### src/udhe_pkg.sv
// Package for the URL decoder and HTML escaper: types, codes and
// character tables shared by the decoder, emitter, top and testbench. No dependencies.
`default_nettype none

package udhe_pkg;

  // Saturation point of the decoded-byte counter.
  localparam int unsigned LengthLimitDef = 4096;

  localparam int unsigned LenW = 12;  // width of min_length and max_length
  localparam int unsigned CfgIdxW = 2;

  localparam logic [7:0] ChPercent = 8'h25;  // '%'
  localparam logic [7:0] ChPlus    = 8'h2B;  // '+'
  localparam logic [7:0] ChStar    = 8'h2A;  // '*'
  localparam logic [7:0] ChMinus   = 8'h2D;  // '-'
  localparam logic [7:0] ChUnder   = 8'h5F;  // '_'
  localparam logic [7:0] ChSpace   = 8'h20;
  localparam logic [7:0] ChAmp     = 8'h26;  // '&'
  localparam logic [7:0] ChLt      = 8'h3C;  // '<'
  localparam logic [7:0] ChGt      = 8'h3E;  // '>'
  localparam logic [7:0] ChSemi    = 8'h3B;  // ';'
  localparam logic [7:0] ChNul     = 8'h00;

  typedef enum logic [1:0] {
    ST_OK        = 2'd0,
    ST_INV_ENC   = 2'd1,
    ST_TOO_LONG  = 2'd2,
    ST_TOO_SHORT = 2'd3
  } status_e;

  typedef enum logic [1:0] {
    PH_IDLE = 2'd0,
    PH_HI   = 2'd1,
    PH_LO   = 2'd2
  } phase_e;

  typedef enum logic [CfgIdxW-1:0] {
    CFG_MIN_LENGTH = 2'd0,
    CFG_MAX_LENGTH = 2'd1
  } cfg_idx_e;

  // One decoded byte to be escaped, or the end-of-string status.
  typedef struct packed {
    logic    is_status;
    logic [7:0] data;
    status_e status;
  } job_t;

  // Bit 4 flags a valid hex digit, bits 3:0 carry its value.
  function automatic logic [4:0] hex_value(input logic [7:0] b);
    logic [4:0] r;
    r = 5'd0;
    if (b >= 8'h30 && b <= 8'h39) r = {1'b1, 4'(b - 8'h30)};
    else if (b >= 8'h41 && b <= 8'h46) r = {1'b1, 4'(b - 8'h37)};
    else if (b >= 8'h61 && b <= 8'h66) r = {1'b1, 4'(b - 8'h57)};
    return r;
  endfunction

  function automatic logic plain_char(input logic [7:0] b);
    return (b >= 8'h30 && b <= 8'h39) || (b >= 8'h41 && b <= 8'h5A) ||
           (b >= 8'h61 && b <= 8'h7A) || b == ChStar || b == ChMinus ||
           b == ChUnder;
  endfunction

  // Number of output bytes a decoded byte expands to.
  function automatic logic [2:0] esc_len(input logic [7:0] b);
    logic [2:0] n;
    case (b)
      ChAmp:      n = 3'd5;
      ChLt, ChGt: n = 3'd4;
      default:    n = 3'd1;
    endcase
    return n;
  endfunction

  // Byte at position idx of the escaped form of b.
  function automatic logic [7:0] esc_char(input logic [7:0] b, input logic [2:0] idx);
    logic [7:0] c;
    c = b;
    case (b)
      ChAmp: begin
        case (idx)
          3'd0:    c = ChAmp;
          3'd1:    c = 8'h61;  // 'a'
          3'd2:    c = 8'h6D;  // 'm'
          3'd3:    c = 8'h70;  // 'p'
          default: c = ChSemi;
        endcase
      end
      ChLt, ChGt: begin
        case (idx)
          3'd0:    c = ChAmp;
          3'd1:    c = (b == ChLt) ? 8'h6C : 8'h67;  // 'l' or 'g'
          3'd2:    c = 8'h74;  // 't'
          default: c = ChSemi;
        endcase
      end
      default: c = b;
    endcase
    return c;
  endfunction

endpackage

`default_nettype wire

### src/udhe_in_if.sv
// Input channel: one source character per beat with valid/ready.
// Depends on nothing.
`default_nettype none

interface udhe_in_if;
  logic       valid;
  logic       ready;
  logic [7:0] src_byte;

  modport source (output valid, output src_byte, input ready);
  modport sink (input valid, input src_byte, output ready);
endinterface

`default_nettype wire

### src/udhe_out_if.sv
// Result channel: one escaped byte or status per beat with valid/ready.
// Depends on nothing.
`default_nettype none

interface udhe_out_if;
  logic       valid;
  logic       ready;
  logic [7:0] out_byte;
  logic       is_status;
  logic [1:0] status;
  logic       last;

  modport source (output valid, output out_byte, output is_status, output status,
                  output last, input ready);
  modport sink (input valid, input out_byte, input is_status, input status,
                input last, output ready);
endinterface

`default_nettype wire

### src/udhe_decoder.sv
// Percent decoder, length counter and configuration registers; holds one
// pending job for the emitter. Depends on udhe_pkg.
`default_nettype none

module udhe_decoder import udhe_pkg::*; #(
  parameter int unsigned LengthLimit = LengthLimitDef
) (
  input  wire logic               clk_i,
  input  wire logic               rst_ni,
  input  wire logic               cfg_we_i,
  input  wire logic [CfgIdxW-1:0] cfg_idx_i,
  input  wire logic [LenW-1:0]    cfg_data_i,
  input  wire logic               in_valid_i,
  input  wire logic [7:0]         in_byte_i,
  output      logic               in_ready_o,
  output      logic               job_valid_o,
  output      job_t               job_o,
  input  wire logic               job_pop_i
);

  localparam int unsigned CntW = $clog2(LengthLimit + 1);
  localparam int unsigned CmpW = (CntW > LenW) ? CntW : LenW;

  phase_e          phase_q, phase_d;
  logic [3:0]      nib_q, nib_d;
  logic [CntW-1:0] cnt_q, cnt_d;
  logic            err_q, err_d;
  logic [LenW-1:0] min_q, max_q;
  logic            job_valid_q, job_valid_d;
  job_t            job_q, job_d;

  logic            in_fire;
  logic [4:0]      hx;
  logic            emit;
  logic [7:0]      emit_byte;
  logic [7:0]      dec_byte;
  logic            err_now;
  status_e         st;
  logic [CmpW-1:0] cnt_ext, min_ext, max_ext;

  // The pending job slot frees up in the same cycle the emitter takes it.
  assign in_ready_o = !job_valid_q || job_pop_i;
  assign in_fire    = in_valid_i && in_ready_o;
  assign hx         = hex_value(in_byte_i);
  assign dec_byte   = {nib_q, hx[3:0]};

  assign cnt_ext = CmpW'(cnt_q);
  assign min_ext = CmpW'(min_q);
  assign max_ext = CmpW'(max_q);

  always_comb begin
    err_now = err_q || (phase_q != PH_IDLE);
    if (err_now) st = ST_INV_ENC;
    else if (cnt_ext > max_ext) st = ST_TOO_LONG;
    else if (cnt_ext < min_ext) st = ST_TOO_SHORT;
    else st = ST_OK;
  end

  always_comb begin
    phase_d     = phase_q;
    nib_d       = nib_q;
    cnt_d       = cnt_q;
    err_d       = err_q;
    emit        = 1'b0;
    emit_byte   = in_byte_i;
    job_valid_d = job_valid_q && !job_pop_i;
    job_d       = job_q;

    if (in_fire) begin
      if (in_byte_i == ChNul) begin
        job_valid_d = 1'b1;
        job_d       = '{is_status: 1'b1, data: ChNul, status: st};
        phase_d     = PH_IDLE;
        nib_d       = 4'd0;
        cnt_d       = '0;
        err_d       = 1'b0;
      end else if (!err_q) begin
        unique case (phase_q)
          PH_HI: begin
            if (!hx[4]) begin
              err_d   = 1'b1;
              phase_d = PH_IDLE;
            end else begin
              nib_d   = hx[3:0];
              phase_d = PH_LO;
            end
          end
          PH_LO: begin
            phase_d = PH_IDLE;
            if (!hx[4]) begin
              err_d = 1'b1;
            end else begin
              nib_d = 4'd0;
              if (dec_byte == ChNul) begin
                err_d = 1'b1;
              end else begin
                emit      = 1'b1;
                emit_byte = dec_byte;
              end
            end
          end
          default: begin
            if (in_byte_i == ChPercent) begin
              phase_d = PH_HI;
            end else if (in_byte_i == ChPlus) begin
              emit      = 1'b1;
              emit_byte = ChSpace;
            end else if (plain_char(in_byte_i)) begin
              emit = 1'b1;
            end else begin
              err_d = 1'b1;
            end
          end
        endcase
        if (emit) begin
          if (cnt_q < CntW'(LengthLimit)) cnt_d = cnt_q + 1'b1;
          job_valid_d = 1'b1;
          job_d       = '{is_status: 1'b0, data: emit_byte, status: ST_OK};
        end
      end
    end
  end

  always_ff @(posedge clk_i or negedge rst_ni) begin
    if (!rst_ni) begin
      phase_q     <= PH_IDLE;
      nib_q       <= 4'd0;
      cnt_q       <= '0;
      err_q       <= 1'b0;
      job_valid_q <= 1'b0;
    end else begin
      phase_q     <= phase_d;
      nib_q       <= nib_d;
      cnt_q       <= cnt_d;
      err_q       <= err_d;
      job_valid_q <= job_valid_d;
    end
  end

  always_ff @(posedge clk_i) begin
    job_q <= job_d;
  end

  always_ff @(posedge clk_i or negedge rst_ni) begin
    if (!rst_ni) begin
      min_q <= '0;
      max_q <= '1;
    end else if (cfg_we_i) begin
      case (cfg_idx_i)
        CFG_MIN_LENGTH: min_q <= cfg_data_i;
        CFG_MAX_LENGTH: max_q <= cfg_data_i;
        default: ;
      endcase
    end
  end

  assign job_valid_o = job_valid_q;
  assign job_o       = job_q;

endmodule

`default_nettype wire

### src/udhe_emitter.sv
// Output stage: expands one job into its escaped bytes, one beat per cycle
// while the receiver is ready. Depends on udhe_pkg.
`default_nettype none

module udhe_emitter import udhe_pkg::*; (
  input  wire logic clk_i,
  input  wire logic rst_ni,
  input  wire logic job_valid_i,
  input  wire job_t job_i,
  output      logic job_pop_o,
  output      logic out_valid_o,
  input  wire logic out_ready_i,
  output      logic [7:0] out_byte_o,
  output      logic out_is_status_o,
  output      logic [1:0] out_status_o,
  output      logic out_last_o
);

  logic       valid_q, valid_d;
  job_t       job_q, job_d;
  logic [2:0] idx_q, idx_d;
  logic       last_beat;
  logic       out_fire;

  assign last_beat = job_q.is_status || (idx_q == esc_len(job_q.data) - 3'd1);
  assign out_fire  = valid_q && out_ready_i;
  assign job_pop_o = job_valid_i && (!valid_q || (out_fire && last_beat));

  always_comb begin
    valid_d = valid_q;
    job_d   = job_q;
    idx_d   = idx_q;
    if (job_pop_o) begin
      valid_d = 1'b1;
      job_d   = job_i;
      idx_d   = 3'd0;
    end else if (out_fire) begin
      if (last_beat) valid_d = 1'b0;
      else idx_d = idx_q + 3'd1;
    end
  end

  always_ff @(posedge clk_i or negedge rst_ni) begin
    if (!rst_ni) begin
      valid_q <= 1'b0;
      idx_q   <= 3'd0;
    end else begin
      valid_q <= valid_d;
      idx_q   <= idx_d;
    end
  end

  always_ff @(posedge clk_i) begin
    job_q <= job_d;
  end

  assign out_valid_o     = valid_q;
  assign out_byte_o      = job_q.is_status ? ChNul : esc_char(job_q.data, idx_q);
  assign out_is_status_o = job_q.is_status;
  assign out_status_o    = job_q.is_status ? job_q.status : ST_OK;
  assign out_last_o      = last_beat;

endmodule

`default_nettype wire

### src/url_decode_html_escape_validator.sv
// Top level of the form-field decoder and HTML escaper.
// Depends on udhe_pkg, udhe_in_if, udhe_out_if, udhe_decoder, udhe_emitter.
//
// Usage: the input channel carries one source character per beat; a zero
// byte ends the string. Percent escapes are decoded, '+' becomes a space,
// and every decoded byte streams out at once on the result channel, with
// '&', '<' and '>' expanded to their HTML entities (five or four beats).
// The terminating zero byte yields one status beat (is_status set) giving
// ok, invalid encoding, too long or too short. The consumer keeps the
// streamed bytes only if that status is ok. The last flag marks the final
// beat caused by each input character.
// An accepted character is held in the decoder's job register, moves into the
// emitter's register when the emitter takes it, and its first beat goes out from there.
// The emitter sends one beat per cycle while the receiver is ready and takes the
// next job as the last beat of the current one goes out; a character expands to
// one to five beats, and a character that yields nothing sends none.
// A stalled receiver freezes the emitter; the job register still takes one more
// character that yields output, after which input ready drops.
// Reset clears the decode state, the length counter, both pipeline slots
// and sets min_length to 0 and max_length to 4095. Configuration writes go
// through a plain write port and are meant to happen only while idle.
`default_nettype none

module url_decode_html_escape_validator import udhe_pkg::*; #(
  parameter int unsigned LengthLimit = LengthLimitDef
) (
  input  wire logic               clk_i,
  input  wire logic               rst_ni,
  input  wire logic               cfg_we_i,
  input  wire logic [CfgIdxW-1:0] cfg_idx_i,
  input  wire logic [LenW-1:0]    cfg_data_i,
  udhe_in_if.sink                 in_if,
  udhe_out_if.source              out_if
);

  // Handoff between the decoder's job register and the emitter.
  logic job_valid;
  job_t job;
  logic job_pop;

  udhe_decoder #(
    .LengthLimit(LengthLimit)
  ) u_decoder (
    .clk_i       (clk_i),
    .rst_ni      (rst_ni),
    .cfg_we_i    (cfg_we_i),
    .cfg_idx_i   (cfg_idx_i),
    .cfg_data_i  (cfg_data_i),
    .in_valid_i  (in_if.valid),
    .in_byte_i   (in_if.src_byte),
    .in_ready_o  (in_if.ready),
    .job_valid_o (job_valid),
    .job_o       (job),
    .job_pop_i   (job_pop)
  );

  // The emitter is the output register; it walks through the entity bytes.
  udhe_emitter u_emitter (
    .clk_i           (clk_i),
    .rst_ni          (rst_ni),
    .job_valid_i     (job_valid),
    .job_i           (job),
    .job_pop_o       (job_pop),
    .out_valid_o     (out_if.valid),
    .out_ready_i     (out_if.ready),
    .out_byte_o      (out_if.out_byte),
    .out_is_status_o (out_if.is_status),
    .out_status_o    (out_if.status),
    .out_last_o      (out_if.last)
  );

  // A terminating zero byte always leaves a status job behind.
  assert property (@(posedge clk_i) disable iff (!rst_ni)
    in_if.valid && in_if.ready && in_if.src_byte == ChNul |=> job_valid && job.is_status)
    else $error("end of string did not produce a status job");

  // A pending job that the emitter does not take must stay unchanged.
  assert property (@(posedge clk_i) disable iff (!rst_ni)
    job_valid && !job_pop |=> job_valid && $stable(job))
    else $error("pending job lost or altered");

  // Status beats are single beats with a zero data byte.
  assert property (@(posedge clk_i) disable iff (!rst_ni)
    out_if.valid && out_if.is_status |-> out_if.last && out_if.out_byte == ChNul)
    else $error("malformed status beat");

endmodule

`default_nettype wire

### src/flat_wrapper.sv
// flat-port wrapper written by rule: the top's interface ports become plain ports
module url_decode_html_escape_validator_flat import udhe_pkg::*;
#(
  parameter int unsigned LengthLimit = LengthLimitDef
)
  (clk_i, rst_ni, cfg_we_i, cfg_idx_i, cfg_data_i, in_if_valid, in_if_src_byte, in_if_ready, out_if_valid, out_if_out_byte, out_if_is_status, out_if_status, out_if_last, out_if_ready);
  udhe_in_if in_if_i ();
  udhe_out_if out_if_i ();
  input  wire logic clk_i;
  input  wire logic rst_ni;
  input  wire logic cfg_we_i;
  input  wire logic [CfgIdxW-1:0] cfg_idx_i;
  input  wire logic [LenW-1:0] cfg_data_i;
  input wire logic [$bits(in_if_i.valid)-1:0] in_if_valid;
  input wire logic [$bits(in_if_i.src_byte)-1:0] in_if_src_byte;
  output wire logic [$bits(in_if_i.ready)-1:0] in_if_ready;
  output wire logic [$bits(out_if_i.valid)-1:0] out_if_valid;
  output wire logic [$bits(out_if_i.out_byte)-1:0] out_if_out_byte;
  output wire logic [$bits(out_if_i.is_status)-1:0] out_if_is_status;
  output wire logic [$bits(out_if_i.status)-1:0] out_if_status;
  output wire logic [$bits(out_if_i.last)-1:0] out_if_last;
  input wire logic [$bits(out_if_i.ready)-1:0] out_if_ready;
  assign in_if_i.valid = in_if_valid;
  assign in_if_i.src_byte = in_if_src_byte;
  assign in_if_ready = in_if_i.ready;
  assign out_if_valid = out_if_i.valid;
  assign out_if_out_byte = out_if_i.out_byte;
  assign out_if_is_status = out_if_i.is_status;
  assign out_if_status = out_if_i.status;
  assign out_if_last = out_if_i.last;
  assign out_if_i.ready = out_if_ready;
  url_decode_html_escape_validator #(.LengthLimit(LengthLimit)) u_core (.clk_i(clk_i), .rst_ni(rst_ni), .cfg_we_i(cfg_we_i), .cfg_idx_i(cfg_idx_i), .cfg_data_i(cfg_data_i), .in_if(in_if_i), .out_if(out_if_i));
endmodule
### config.mk
export PLATFORM = sky130hd
export DESIGN_NAME = url_decode_html_escape_validator_flat
export DESIGN_NICKNAME = d
export VERILOG_FILES = /design/src/udhe_pkg.sv /design/src/udhe_in_if.sv /design/src/udhe_out_if.sv /design/src/udhe_decoder.sv /design/src/udhe_emitter.sv /design/src/url_decode_html_escape_validator.sv /design/src/flat_wrapper.sv
export SDC_FILE = /design/constraint.sdc
export NUM_CORES = 1
export LEC_CHECK = 0
export BUFFER_PORTS_ARGS = -buffer_cell sky130_fd_sc_hd__buf_2
export CAP_MARGIN = 20
export CORE_MARGIN = 8
export CORE_UTILIZATION = 45
export CTS_BUF_LIST = sky130_fd_sc_hd__clkbuf_8
export CTS_CLUSTER_DIAMETER = 40
export DETAILED_ROUTE_END_ITERATION = 10
export GPL_TIMING_DRIVEN = 0
export PLACE_DENSITY = 0.66
export SETUP_SLACK_MARGIN = 0.4
export SKIP_CTS_REPAIR_TIMING = 1
export SYNTH_ARGS = -nofsm -noshare
export SYNTH_HDL_FRONTEND = slang
export SYNTH_SLANG_ARGS = --single-unit
### constraint.sdc
create_clock -name clk_i -period 2.5 [get_ports clk_i]
set_input_delay 0.5 -clock clk_i [delete_from_list [all_inputs] [get_ports clk_i]]
set_output_delay 0.5 -clock clk_i [all_outputs]
set_load 0.005 [all_outputs]
[After elaboration in Yosys (flattened, before gate mapping)]
Cells that the tools add are included.
Operators by class
  reduce and logical (&&, ||, !) cells: 42
  order comparisons: 11
  equality and inequality tests: 19
  multiplexer cells: 63
  add/subtract/negate cells: 6
Operators with widths (count)
  equality test 8 x 6 -> 1 bit, second input constant: 7
  2-to-1 mux 13 bit: 4
  2-to-1 mux 8 bit: 5
  less-or-equal comparator 8 x 7 -> 1 bit, second input constant: 4
  one-hot mux 8 bit (2 select lines): 2
  one-hot mux 7 bit (4 select lines): 1
  2-to-1 mux 1 bit: 23
  2-to-1 mux 11 bit: 2
  one-hot mux 7 bit (3 select lines): 1
  2-to-1 mux 4 bit: 5
  2-to-1 mux 2 bit: 9
  greater-or-equal comparator 8 x 7 -> 1 bit, second input constant: 2
  zero test 8 bit: 2
  2-to-1 mux 5 bit: 3
  adder 13 x 1 -> 13 bit, second input constant: 1
  > comparator 13 x 12 -> 1 bit: 1
  < comparator 13 x 12 -> 1 bit: 1
  < comparator 13 bit, second input constant: 1
  logical AND 1 bit: 10
  nonzero test 2 bit: 5
  logical OR 1 bit: 9
  2-to-1 mux 3 bit: 3
  equality test 8 x 7 -> 1 bit, second input constant: 1
  greater-or-equal comparator 8 x 6 -> 1 bit, second input constant: 1
  26 further kinds: 38
Word-level totals
  flip-flop bits (word level): 71
  output and inout port bits: 14

[Depth between registers and ports, before layout]
Gate-level depths: netlist of run 1.
  depth after elaboration: 18
  mapped depth: 12
  gate-level depth less buffers: 9

[By module]
A second synthesis of run 1 with hierarchy kept.
Second synthesis, totals
  cell total of the unflattened synthesis: 463
  area, all modules: 4545.6 um2
Modules (own cells, without submodules)
  udhe_decoder: cells an instance 365, area an instance 3595.9 um2, sequential area each 1471.4 um2, instances 1
  udhe_emitter: cells an instance 98, area an instance 949.7 um2, sequential area each 430.4 um2, instances 1

[Worst setup path before layout of run 1]
OpenSTA, ideal clock, no wires.
  kind: input -> register
  from: input in_if_src_byte[0]
  to: register u_core.u_decoder.job_valid_q, in the netlist u_core.u_decoder.job_valid_o
  arrival: 2715 ps
  slack: -334 ps
  required time: 2382 ps
  cell stages on the path: 11
  cells stage by stage: clkbuf_1 inv_1 ha_1 nor2b_1 o311ai_1 nand2_2 and3_1 buf_4 and3_1 o31a_1 a21o_1
Between the ends
  word-level cells in the longest chain between the ends: 18
  elaborated cells between the ends (all ways): 44
RTL lines
  from (decl): RTL line flat_wrapper.sv:15  | input wire logic [$bits(in_if_i.src_byte)-1:0] in_if_src_byte;
  parallel branches: the longest is 16 deep, another holds greater-or-equal comparator 8 x 7 -> 1 bit
  2-to-1 mux 1 bit *: RTL line udhe_decoder.sv:70  | if (in_byte_i == ChNul) begin
  2-to-1 mux 1 bit *: RTL line udhe_decoder.sv:69  | if (in_fire) begin
  net u_core.u_decoder.job_valid_d: RTL line udhe_decoder.sv:29  | logic job_valid_q, job_valid_d;
  to (signal assigned): RTL line udhe_decoder.sv:136  | job_valid_q <= job_valid_d;
  to (decl): RTL line udhe_decoder.sv:29
Mark *: on every way through the listed nets, which the timed path passes. The select of a mux whose other input is x is not followed.
A chain may end at the register's enable or synchronous reset.

[Worst setup path in the final report of run 1]
  from: register u_core.u_emitter.job_q[5] (netlist bit)
  to: output out_if_out_byte[4]
Between the ends
  word-level cells in the longest chain between the ends: 4
  elaborated cells between the ends (all ways): 6
RTL lines
  from (decl): RTL line udhe_emitter.sv:20  | job_t job_q, job_d;
  from (signal assigned): RTL line udhe_emitter.sv:54  | job_q <= job_d;
  equality test 8 x 6 -> 1 bit: RTL line udhe_pkg.sv:81  | case (b)
  OR reduction 2 bit: RTL line udhe_pkg.sv:81
  one-hot mux 8 bit (2 select lines) *: RTL line udhe_pkg.sv:81
  2-to-1 mux 8 bit *: RTL line udhe_emitter.sv:58  | assign out_byte_o = job_q.is_status ? ChNul : esc_char(job_q.data, idx_q);
  to (decl): RTL line flat_wrapper.sv:18  | output wire logic [$bits(out_if_i.out_byte)-1:0] out_if_out_byte;
Mark *: on every way between the ends. The rest lies on a longest branch, timed or not.

==> summary.json, run 1 <==
{
  "outcome": "finished, violations left",
  "violations": "setup timing",
  "drc": 0,
  "first_global_vias": 3552,
  "start_util": 0.461,
  "tightestPinTransition_ns": 0.650,
  "fp.dieH_um": 116,
  "cts_buffers": 9,
  "leakage_uw": 0.00257,
  "drt_iter0_markers": 269,
  "worstReg2RegStart": "u_core.u_emitter.job_q[5]$_DFFE_PP_",
  "clock_insertion_delay_worst_skew_ns": 0.34,
  "min_path_type": "input pin to async pin",
  "pwr-share-clk": 0.312,
  "crit_start_category": "register",
  "num_rows": 36,
  "global_route.overflow_total": 0,
  "wl_per_cell_um": 16.7,
  "synth.yosys.seq_area_share": 0.424,
  "crit_path_top_delay_cell": "edfxtp_1",
  "max_cap_violations": 0,
  "most_common_cell_after_layout_fill_and_taps_aside": "nand2_1",
  "final_cell_mix": "nand2_1, inv_1, buf_2",
  "detail_route.first_pass.iterations": 5,
  "hold_viol_final": 0,
  "worst_clock_skew_ns": 0.00693,
  "seq_power_share": 0.478,
  "vias_per_cell": 5.64,
  "switching_portion_of_total_power": 0.282,
  "synth_cell_types": 65,
  "finish.instance_area_sq_um": 6060,
  "unrepaired_setup_endpoints_after_global_routing": "true",
  "netlist_instances": 460,
  "timing.fmax_ghz": 0.354,
  "syn-num-nets": 523,
  "clk_pin_slew_ns": 0.07,
  "nFillCells": 807,
  "fin_nets": 617,
  "synth_seq_cells": 71,
  "root_buffer": "clkbuf_8",
  "worst_ir_drop_on_vdd_v": 0.000256,
  "critical_path.top_delay_family": "compound AO/OA/AOI/OAI gates",
  "cts.sink_count": 71,
  "crit_path_arrival_time_ns": 2.32,
  "kind_of_critical_path": "register to output port",
  "critPathMaxStageDelay_ns": 0.44,
  "required_ns": 2.00,
  "total_negative_slack_for_setup_checks_ns": -2.51,
  "worstPathBufferInverterCount": 3,
  "tightest_slew_margin_relative_to_the_limit": 0.566,
  "tritoncts": "built",
  "final_worst_setup_slack_ns": -0.321,
  "num_io_pins": 41,
  "h-tree-depth": 3,
  "synth_edf_count": 22,
  "cts_max_path_buffers": 2,
  "floorplan.core_area_sq_um": 9730,
  "finalCritPeriodShare": 1.13,
  "die_area_sq_um": 13400,
  "antenna_found_initial": 0,
  "p_per_area_nw_per_um2": 468,
  "worst_setup_path_startpoint": "u_core.u_emitter.job_q[5]$_DFFE_PP_",
  "die_width_um": 116,
  "post_dp_cell_area_sq_um": 5080,
  "final_period_minus_worst_setup_slack_ns": 2.82,
  "worstPathCellList": "or3b_4 > a2111oi_4 > buf_4 > buf_6 > mux2i_1 > a31oi_1 > buf_2",
  "ant_nets": 0,
  "power_frac_comb": 0.210,
  "timing.final.setup_violations": 27,
  "routed_vias": 3901,
  "syn_area_sq_um": 4490,
  "timing_max_transition_violations_final": 0,
  "groute.usage.overall": 0.158,
  "worst_setup_end_kind": "output port",
  "routability_congestion_estimate_from_global_placement": 0.864,
  "syn_to_final_growth_pct": 35.0,
  "crit_fanout": 4,
  "antenna-diode-count": 0,
  "synth_area_per_cell_sq_um": 9.76,
  "intPower_uw": 2040,
  "grt_pass1_wl_mm": 17.2,
  "multiInputGateArea_sq_um": 2900,
  "aggregate_routed_wire_length_mm": 11.5,
  "count_of_yosys_warnings_during_synthesis": 0,
  "dp_hpwl_mm": 7.69,
  "largest_net_degree_at_the_start_of_global_routing": 50,
  "async_reset_ff_frac": 0.690,
  "net-switching-power_uw": 801,
  "register_area_sq_um": 1900,
  "final_layout_size_suffix_gt1_frac": 0.385,
  "synth-main-ff-cell": "dfrtp_1",
  "placement.io_buffers": 40
}
power groups by stage:
stage	registers (uW)	logic (uW)	clock network, uW
finish	1360	595	886
global route	1370	657	959
CTS	1350	461	902
detailed placement	1380	456	0
global placement	1370	442	0
floorplan	1360	317	0
kinds of logic after synthesis:
family / Yosys count / share of synthesized area
AOI/OAI and AO/OA: 114 / 0.179
muxes: 26 / 0.0616
DFF: 71 / 0.424
buffers and inverters: 55 / 0.0502
and+or+nand+nor: 158 / 0.185
adders and majority gates: 36 / 0.100
final timing paths:
check / slack, ns / cells past startpoint / end
setup / recovery: -0.32 / 7 / out_if_out_byte[4]
hold / removal: 0.1 / 1 / u_core.u_decoder.min_q[7]$_DFFE_PN0P_
setup reg to reg: -0.10 / 8 / u_core.u_decoder.nib_q[0]$_DFFE_PN0P_
hold reg to reg: 0.42 / 0 / u_core.u_emitter.job_q[9]$_DFFE_PP_
max in group asynchronous: 1.82 / 2 / u_core.u_decoder.max_q[11]$_DFFE_PN1P_
min in group clk_i: 0.37 / 3 / u_core.u_decoder.min_q[9]$_DFFE_PN0P_
synthesized netlist by cell type (7+ instances only):
cell | number | area, sq um
nor2b_1 | 9 | 56.3
edfxtp_1 | 22 | 661
a21o_1 | 7 | 52.6
o21ai_0 | 29 | 145
a31oi_1 | 9 | 56.3
mux2_2 | 13 | 146
a22o_1 | 11 | 96.3
mux2i_1 | 13 | 130
dfstp_2 | 12 | 315
nor2_1 | 23 | 86.3
dfrtp_1 | 37 | 926
a21oi_1 | 22 | 110
clkbuf_1 | 9 | 33.8
nand3_1 | 10 | 50.1
ha_1 | 36 | 450
nor4_1 | 9 | 56.3
nand2_1 | 49 | 184
nand4_1 | 7 | 43.8
inv_1 | 39 | 146
nor3_1 | 9 | 45.0
cell type report:
class	count	area share
Clock buffer	10	0.0227
Inverter	39	0.0262
Timing Repair Buffer	82	0.101
Sequential cell	71	0.314
Multi-Input combinational cell	335	0.478
Tap cell	133	0.0275
Clock inverter	6	0.00805
Buffer	16	0.0219
worst register-to-register path, stage by stage, from the launching register on:
cell	delay [ns]
edfxtp_1	0.44
or3b_4	0.42
a2111oi_4	0.42
or4_4	0.24
a41oi_4	0.26
buf_6	0.22
and2_4	0.14
and3_4	0.17
a22o_1	0.17
through the flow:
step                      instances  hold slack (ns)  utilization  setup slack, ns  power (uW)
after floorplan                 460            0.204            -          0.00736        1670
after global placement          633            0.402        0.523           -0.454        1810
after detailed placement        633            0.405        0.523           -0.460        1830
after CTS                       649            0.360        0.542           -0.505        2710
after global routing            692            0.114        0.623           -0.432        2990
final                           692           0.0952        0.623           -0.321        2840
routing by layer:
layer / vias up / global-route usage / wire length, um
met1: 1896 / 0.217 / 5320
li1: 1875 / - / -
met3: 15 / 0.0344 / 530
met4: 0 / 0.0458 / 145
met2: 115 / 0.245 / 5530
met5: - / 0 / 0
registers in the layout, summed over array words and instances (netlist names):
register and flops:
u_core.u_emitter.out_is_status_o 1, u_core.u_decoder.cnt_ext 13, u_core.u_decoder.max_q 12, u_core.u_emitter.out_valid_o 1
u_core.u_emitter.job_q 10, u_core.u_decoder.job_o 11, u_core.u_decoder.err_q 1, u_core.u_emitter.idx_q 3
u_core.u_decoder.nib_q 4, u_core.u_decoder.phase_q 2, u_core.u_decoder.min_q 12, u_core.u_decoder.job_valid_o 1
(Power assumes the default switching activity.)
==> inputs of run 2 (changes only) <==
Settings changed: ABC_AREA from default to 1, PLACE_DENSITY 0.66 to 0.65.
==> summary.json, run 2 <==
{
  "synth_largest_type_area_fraction": 0.194,
  "fp.dieH_um": 119,
  "syn_to_final_growth_pct": 24.6,
  "finalCritPeriodShare": 0.991,
  "synth-main-ff-cell": "dfrtp_1",
  "final_period_minus_worst_setup_slack_ns": 2.48,
  "required_ns": 2.00,
  "ys_top_cells_by_area": "dfrtp_1, edfxtp_1, nand2_1, ha_1, inv_1",
  "min_path_type": "input pin to async pin",
  "final_layout_size_suffix_gt1_frac": 0.278,
  "syn_area_sq_um": 4770,
  "cts_max_path_buffers": 2,
  "seq_power_share": 0.391,
  "intPower_uw": 2530,
  "tritoncts": "built",
  "syn-num-nets": 686,
  "antenna_found_initial": 0,
  "net-switching-power_uw": 1560,
  "unrepaired_setup_endpoints_after_global_routing": "true",
  "detailedPlace.worstSlack_ns": -0.0806,
  "final_worst_setup_slack_ns": 0.0224,
  "synth_commonest_cells": "nand2_1, inv_1, nor2_1",
  "crit_start_category": "register",
  "dp_hpwl_mm": 8.58,
  "largest_register_ff_count": 13,
  "clock_insertion_delay_worst_skew_ns": 0.34,
  "yosys.cell_count.top_type": "nand2_1",
  "multiInputGateArea_sq_um": 2740,
  "finish.instance_area_sq_um": 5940,
  "nFillCells": 957,
  "root_buffer": "clkbuf_8",
  "placement.io_buffers": 39,
  "worst_clock_skew_ns": 0.0117,
  "clk_pin_slew_ns": 0.07,
  "switching_portion_of_total_power": 0.382,
  "detail_route.first_pass.iterations": 5,
  "routed_vias": 4316,
  "worstReg2RegStart": "u_core.u_emitter.job_q[8]$_DFFE_PP_",
  "synth_area_per_cell_sq_um": 7.66,
  "die_area_sq_um": 14100,
  "worst_r2r_path_depth": 16,
  "die_width_um": 119,
  "tightestPinTransition_ns": 0.585,
  "routability_congestion_estimate_from_global_placement": 0.905,
  "grt_pass1_wl_mm": 19.3,
  "kind_of_critical_path": "register to output port",
  "total_negative_slack_for_setup_checks_ns": 0,
  "antenna-diode-count": 0,
  "num_rows": 37,
  "final_cell_mix": "nand2_1, inv_1, nor2_1",
  "max_cap_violations": 0,
  "fin_nets": 760,
  "synth_edf_count": 22,
  "register_area_sq_um": 1900,
  "synth.yosys.seq_area_share": 0.399,
  "worst_ir_drop_on_vdd_v": 0.000358,
  "timing_max_transition_violations_final": 0,
  "wl_per_cell_um": 14.3,
  "pwr-share-clk": 0.212,
  "ant_nets": 0,
  "netlist_instances": 623,
  "global_route.overflow_total": 0,
  "synth_cell_types": 42,
  "netlist.top_cell.by_area": "dfrtp_1",
  "floorplan.core_area_sq_um": 10300,
  "drt_iter0_markers": 403,
  "p_per_area_nw_per_um2": 687,
  "groute.usage.overall": 0.162,
  "timing.fmax_ghz": 0.404,
  "timing.final.setup_violations": 0,
  "synth_seq_cells": 71,
  "cts.sink_count": 71,
  "hold_viol_final": 0,
  "r2r-end": "u_core.u_decoder.cnt_ext[5]$_DFFE_PN0P_",
  "leakage_uw": 0.00290,
  "most_common_cell_after_layout_fill_and_taps_aside": "nand2_1",
  "timing.reg2reg.setup_slack_ns": 0.25,
  "largest_net_degree_at_the_start_of_global_routing": 50,
  "cts_buffers": 9,
  "aggregate_routed_wire_length_mm": 12.0,
  "num_io_pins": 41,
  "outcome": "finished clean",
  "tightest_slew_margin_relative_to_the_limit": 0.610,
  "async_reset_ff_frac": 0.690,
  "post_dp_cell_area_sq_um": 5170,
  "vias_per_cell": 5.15,
  "power_frac_comb": 0.397,
  "drc": 0,
  "crit_path_arrival_time_ns": 1.98,
  "start_util": 0.462,
  "h-tree-depth": 3,
  "worst_setup_end_kind": "output port",
  "crit_fanout": 6,
  "first_global_vias": 4204,
  "count_of_yosys_warnings_during_synthesis": 0
}
[run 2: cell count changes after synthesis, moves of 10 or more]
cell     change
nand2_1    +102
inv_1       +55
nor2_1      +40
nand3_1     +30
mux2_2      -13
mux2i_1     -13
nand4_1     +12
a22o_1      -10
[run 2: cell families (layout without fill, tap and decap cells)]
logic type      count (synthesis)  after routing  share of synthesized area
fa+ha+maj                      36             36                     0.0944
simple gates                  300            300                      0.285
buf+inv                       116            195                     0.0955
compound gates                 90             90                      0.108
xor+xnor                       10             10                     0.0184
flops                          71             71                      0.399
[run 2: power groups by stage]
| stage | Combinational [uW] | Clock (uW) | Sequential, uW |
|---|---|---|---|
| global route | 1820 | 933 | 1620 |
| finish | 1620 | 866 | 1600 |
| floorplan | 909 | 0 | 1540 |
| detailed placement | 1220 | 0 | 1590 |
| CTS | 1230 | 893 | 1570 |
| global placement | 1170 | 0 | 1590 |
[run 2: per-stage QoR]
step,power [uW],util,hold WS (ns),instances
2_1_floorplan,2450,-,0.204,623
3_3_place_gp,2750,0.500,0.403,798
3_5_place_dp,2810,0.500,0.405,798
4_1_cts,3690,0.518,0.373,814
5_1_grt,4380,0.576,0.185,838
6_report,4090,0.576,0.149,838
[run 2: worst max-delay path by stage]
stage | from | end | slack (ns) | depth (start not counted)
2_1_floorplan | in_if_src_byte[0] | u_core.u_decoder.job_o[0]$_SDFFCE_PP0P_ | 0.43 | 15
3_5_place_dp | in_if_src_byte[0] | u_core.u_decoder.job_o[3]$_SDFFCE_PN0P_ | -0.08 | 16
5_1_grt | u_core.u_emitter.idx_q[0]$_DFFE_PN0P_ | out_if_out_byte[1] | -0.12 | 12
6_report | u_core.u_emitter.idx_q[0]$_DFFE_PN0P_ | out_if_out_byte[1] | 0.02 | 12
4_1_cts | u_core.u_emitter.idx_q[0]$_DFFE_PN0P_ | out_if_out_byte[1] | -0.27 | 12
3_3_place_gp | in_if_src_byte[0] | u_core.u_decoder.job_o[4]$_SDFFCE_PN0P_ | -0.05 | 12
[run 2: worst max-delay path, stage by stage (launching register included)]
cell     delay [ns]
dfrtp_2        0.46
inv_4          0.10
ha_4           0.14
inv_4          0.04
a21oi_4        0.19
nor2_4         0.07
inv_2          0.07
nor2_4         0.05
nor2_1         0.09
o22ai_1        0.07
a21oi_1        0.14
a21oi_1        0.08
buf_2          0.14
[run 2: per-layer routing]
| metal | GRT usage | up-vias | share of wire |
|---|---|---|---|
| met2 | 0.264 | 95 | 0.49 |
| met4 | 0.0474 | 0 | 0.0095 |
| li1 | - | 2200 | - |
| met1 | 0.214 | 2010 | 0.47 |
| met5 | 0 | - | 0 |
| met3 | 0.0302 | 11 | 0.035 |
[run 2: cell type report]
class,instances,area share
inverters,103,0.0714
multi-input cells,436,0.460
clock inverters,7,0.00947
repair inverters,1,0.00105
clock buffers,9,0.0208
repair buffers,62,0.0754
plain buffers,13,0.0124
well taps,136,0.0286
flip-flops and latches,71,0.320
==> inputs of run 3 (changes only) <==
Settings changed: SETUP_SLACK_MARGIN 0.4 to 0.05.
==> summary.json, run 3 (synthesis results as in run 2) <==
{
  "required_ns": 2.00,
  "timing_max_transition_violations_final": 0,
  "final_cells": 821,
  "vias_per_cell": 5.20,
  "crit_path_top_delay_cell": "dfrtp_1",
  "crit_start_category": "register",
  "max_cap_violations": 0,
  "antenna-diode-count": 0,
  "first_global_vias": 3989,
  "critical_path.top_delay_family": "flip-flops",
  "r2r-end": "u_core.u_emitter.job_q[2]$_DFFE_PP_",
  "cp_num_cells": 12,
  "aggregate_routed_wire_length_mm": 11.3,
  "h-tree-depth": 3,
  "timing.fmax_ghz": 0.391,
  "floorplan.core_area_sq_um": 10300,
  "dp_hpwl_mm": 8.42,
  "crit_path_arrival_time_ns": 2.05,
  "worst_setup_path_startpoint": "u_core.u_emitter.idx_q[1]$_DFFE_PN0P_",
  "tightest_slew_margin_relative_to_the_limit": 0.610,
  "kind_of_critical_path": "register to output port",
  "leakage_uw": 0.00277,
  "num_rows": 37,
  "antenna_found_initial": 0,
  "detail_route.first_pass.iterations": 5,
  "largest_register_ff_count": 13,
  "syn_to_final_growth_pct": 15.2,
  "timing.reg2reg.setup_slack_ns": 0.36,
  "final_period_minus_worst_setup_slack_ns": 2.55,
  "placement.io_buffers": 39,
  "outcome": "finished, violations left",
  "worst_r2r_path_depth": 9,
  "routed_vias": 4268,
  "final_layout_size_suffix_gt1_frac": 0.175,
  "fp.dieH_um": 119,
  "tightestPinTransition_ns": 0.580,
  "root_buffer": "clkbuf_8",
  "unrepaired_setup_endpoints_after_global_routing": "true",
  "drt_iter0_markers": 393,
  "min_path_type": "input pin to async pin",
  "p_per_area_nw_per_um2": 697,
  "nFillCells": 963,
  "cts.sink_count": 71,
  "dpl.cell_count": 798,
  "crit_fanout": 4,
  "worstReg2RegStart": "u_core.u_emitter.job_q[8]$_DFFE_PP_",
  "start_util": 0.462,
  "worst_clock_skew_ns": 0.0125,
  "cts_buffers": 9,
  "most_common_cell_after_layout_fill_and_taps_aside": "nand2_1",
  "num_io_pins": 41,
  "worst_setup_end_kind": "output port",
  "worst_ir_drop_on_vdd_v": 0.000335,
  "critPathMaxStageDelay_ns": 0.42,
  "die_area_sq_um": 14100,
  "tritoncts": "built",
  "drc": 0,
  "detailedPlace.worstSlack_ns": -0.310,
  "grt_pass1_wl_mm": 18.9,
  "timing.final.setup_violations": 1,
  "clk_pin_slew_ns": 0.07,
  "finalCritPeriodShare": 1.02,
  "final_worst_setup_slack_ns": -0.0549,
  "routability_congestion_estimate_from_global_placement": 0.912,
  "violations": "setup timing",
  "wl_per_cell_um": 13.8,
  "die_width_um": 119,
  "crit_end": "out_if_out_byte[1]",
  "clock_insertion_delay_worst_skew_ns": 0.35,
  "groute.usage.overall": 0.159,
  "global_route.overflow_total": 0,
  "cts_max_path_buffers": 2,
  "worstPathBufferInverterCount": 4,
  "largest_net_degree_at_the_start_of_global_routing": 50,
  "fin_nets": 744,
  "worstPathCellList": "buf_6 > ha_4 > inv_4 > a21oi_4 > nor2_4 > inv_2 > nor2_4 > nor2_2 > o22ai_1 > a21oi_1 > a21oi_1 > buf_2",
  "ant_nets": 0,
  "final_cell_mix": "nand2_1, inv_1, nor2_1",
  "hold_viol_final": 0
}
## run 3: changes by cell type in the layout (fill, tap and decap cells not counted), sizes merged
cell and delta:
clkinvlp +2, clkinv -6, buf -15, inv +2
## run 3: routing by layer
metal  up-vias  track usage  routed length (um)
li1       2156            -                   -
met1      2003        0.215                5420
met2        98        0.247                5290
met3        11       0.0302                 471
met4         0       0.0601                 145
met5         -            0                   0
## run 3: worst min path at each step
stage	startpoint	end	slack [ns]	cells after the start
after floorplan	rst_ni	u_core.u_decoder.cnt_ext[0]$_DFFE_PN0P_	0.20	0
after detailed placement	u_core.u_decoder.job_o[7]$_SDFFCE_PN0P_	u_core.u_emitter.job_q[7]$_DFFE_PP_	0.40	0
after global routing	rst_ni	u_core.u_decoder.min_q[7]$_DFFE_PN0P_	0.07	1
after global placement	u_core.u_decoder.job_o[10]$_SDFFCE_PN1P_	u_core.u_emitter.out_is_status_o$_DFFE_PP_	0.40	0
final	rst_ni	u_core.u_decoder.min_q[7]$_DFFE_PN0P_	0.07	1
after CTS	cfg_data_i[5]	u_core.u_decoder.max_q[5]$_DFFE_PN1P_	0.37	3
## run 3: final cells by class
| class | instances | area (sq um) | share of cell area |
|---|---|---|---|
| Multi-Input combinational cell | 436 | 2500 | 0.456 |
| Inverter | 103 | 395 | 0.0719 |
| Tap cell | 136 | 170 | 0.0310 |
| Clock inverter | 5 | 45.0 | 0.00819 |
| Buffer | 13 | 68.8 | 0.0125 |
| Timing Repair Buffer | 46 | 264 | 0.0480 |
| Timing Repair inverter | 1 | 7.51 | 0.00137 |
| Clock buffer | 10 | 138 | 0.0250 |
| Sequential cell | 71 | 1900 | 0.346 |
## run 3: per-stage QoR
step	instance area [sq um]	utilization	hold WS [ns]	setup TNS [ns]	power [uW]
2_1_floorplan	4770	-	0.204	0	2440
3_3_place_gp	5130	0.497	0.403	-4.44	2740
3_5_place_dp	5130	0.497	0.405	-4.75	2790
4_1_cts	5320	0.515	0.371	-0.657	3670
5_1_grt	5500	0.532	0.0734	-0.367	4120
6_report	5500	0.532	0.0686	-0.0549	3830
## run 3: worst register-to-register path, cell delays in order (launching register included)
cell and delay, ns:
edfxtp_1 0.43, nor2_4 0.17, nand2_1 0.08, nor2_2 0.13
nand2_2 0.09, nand2_1 0.08, nand2_2 0.06, o21bai_4 0.16
nand2_4 0.09, a21oi_2 0.48
## run 3: where the power goes
group / internal, uW / switching [uW]
Combinational: 518 / 860
Sequential: 1420 / 160
Clock: 469 / 407
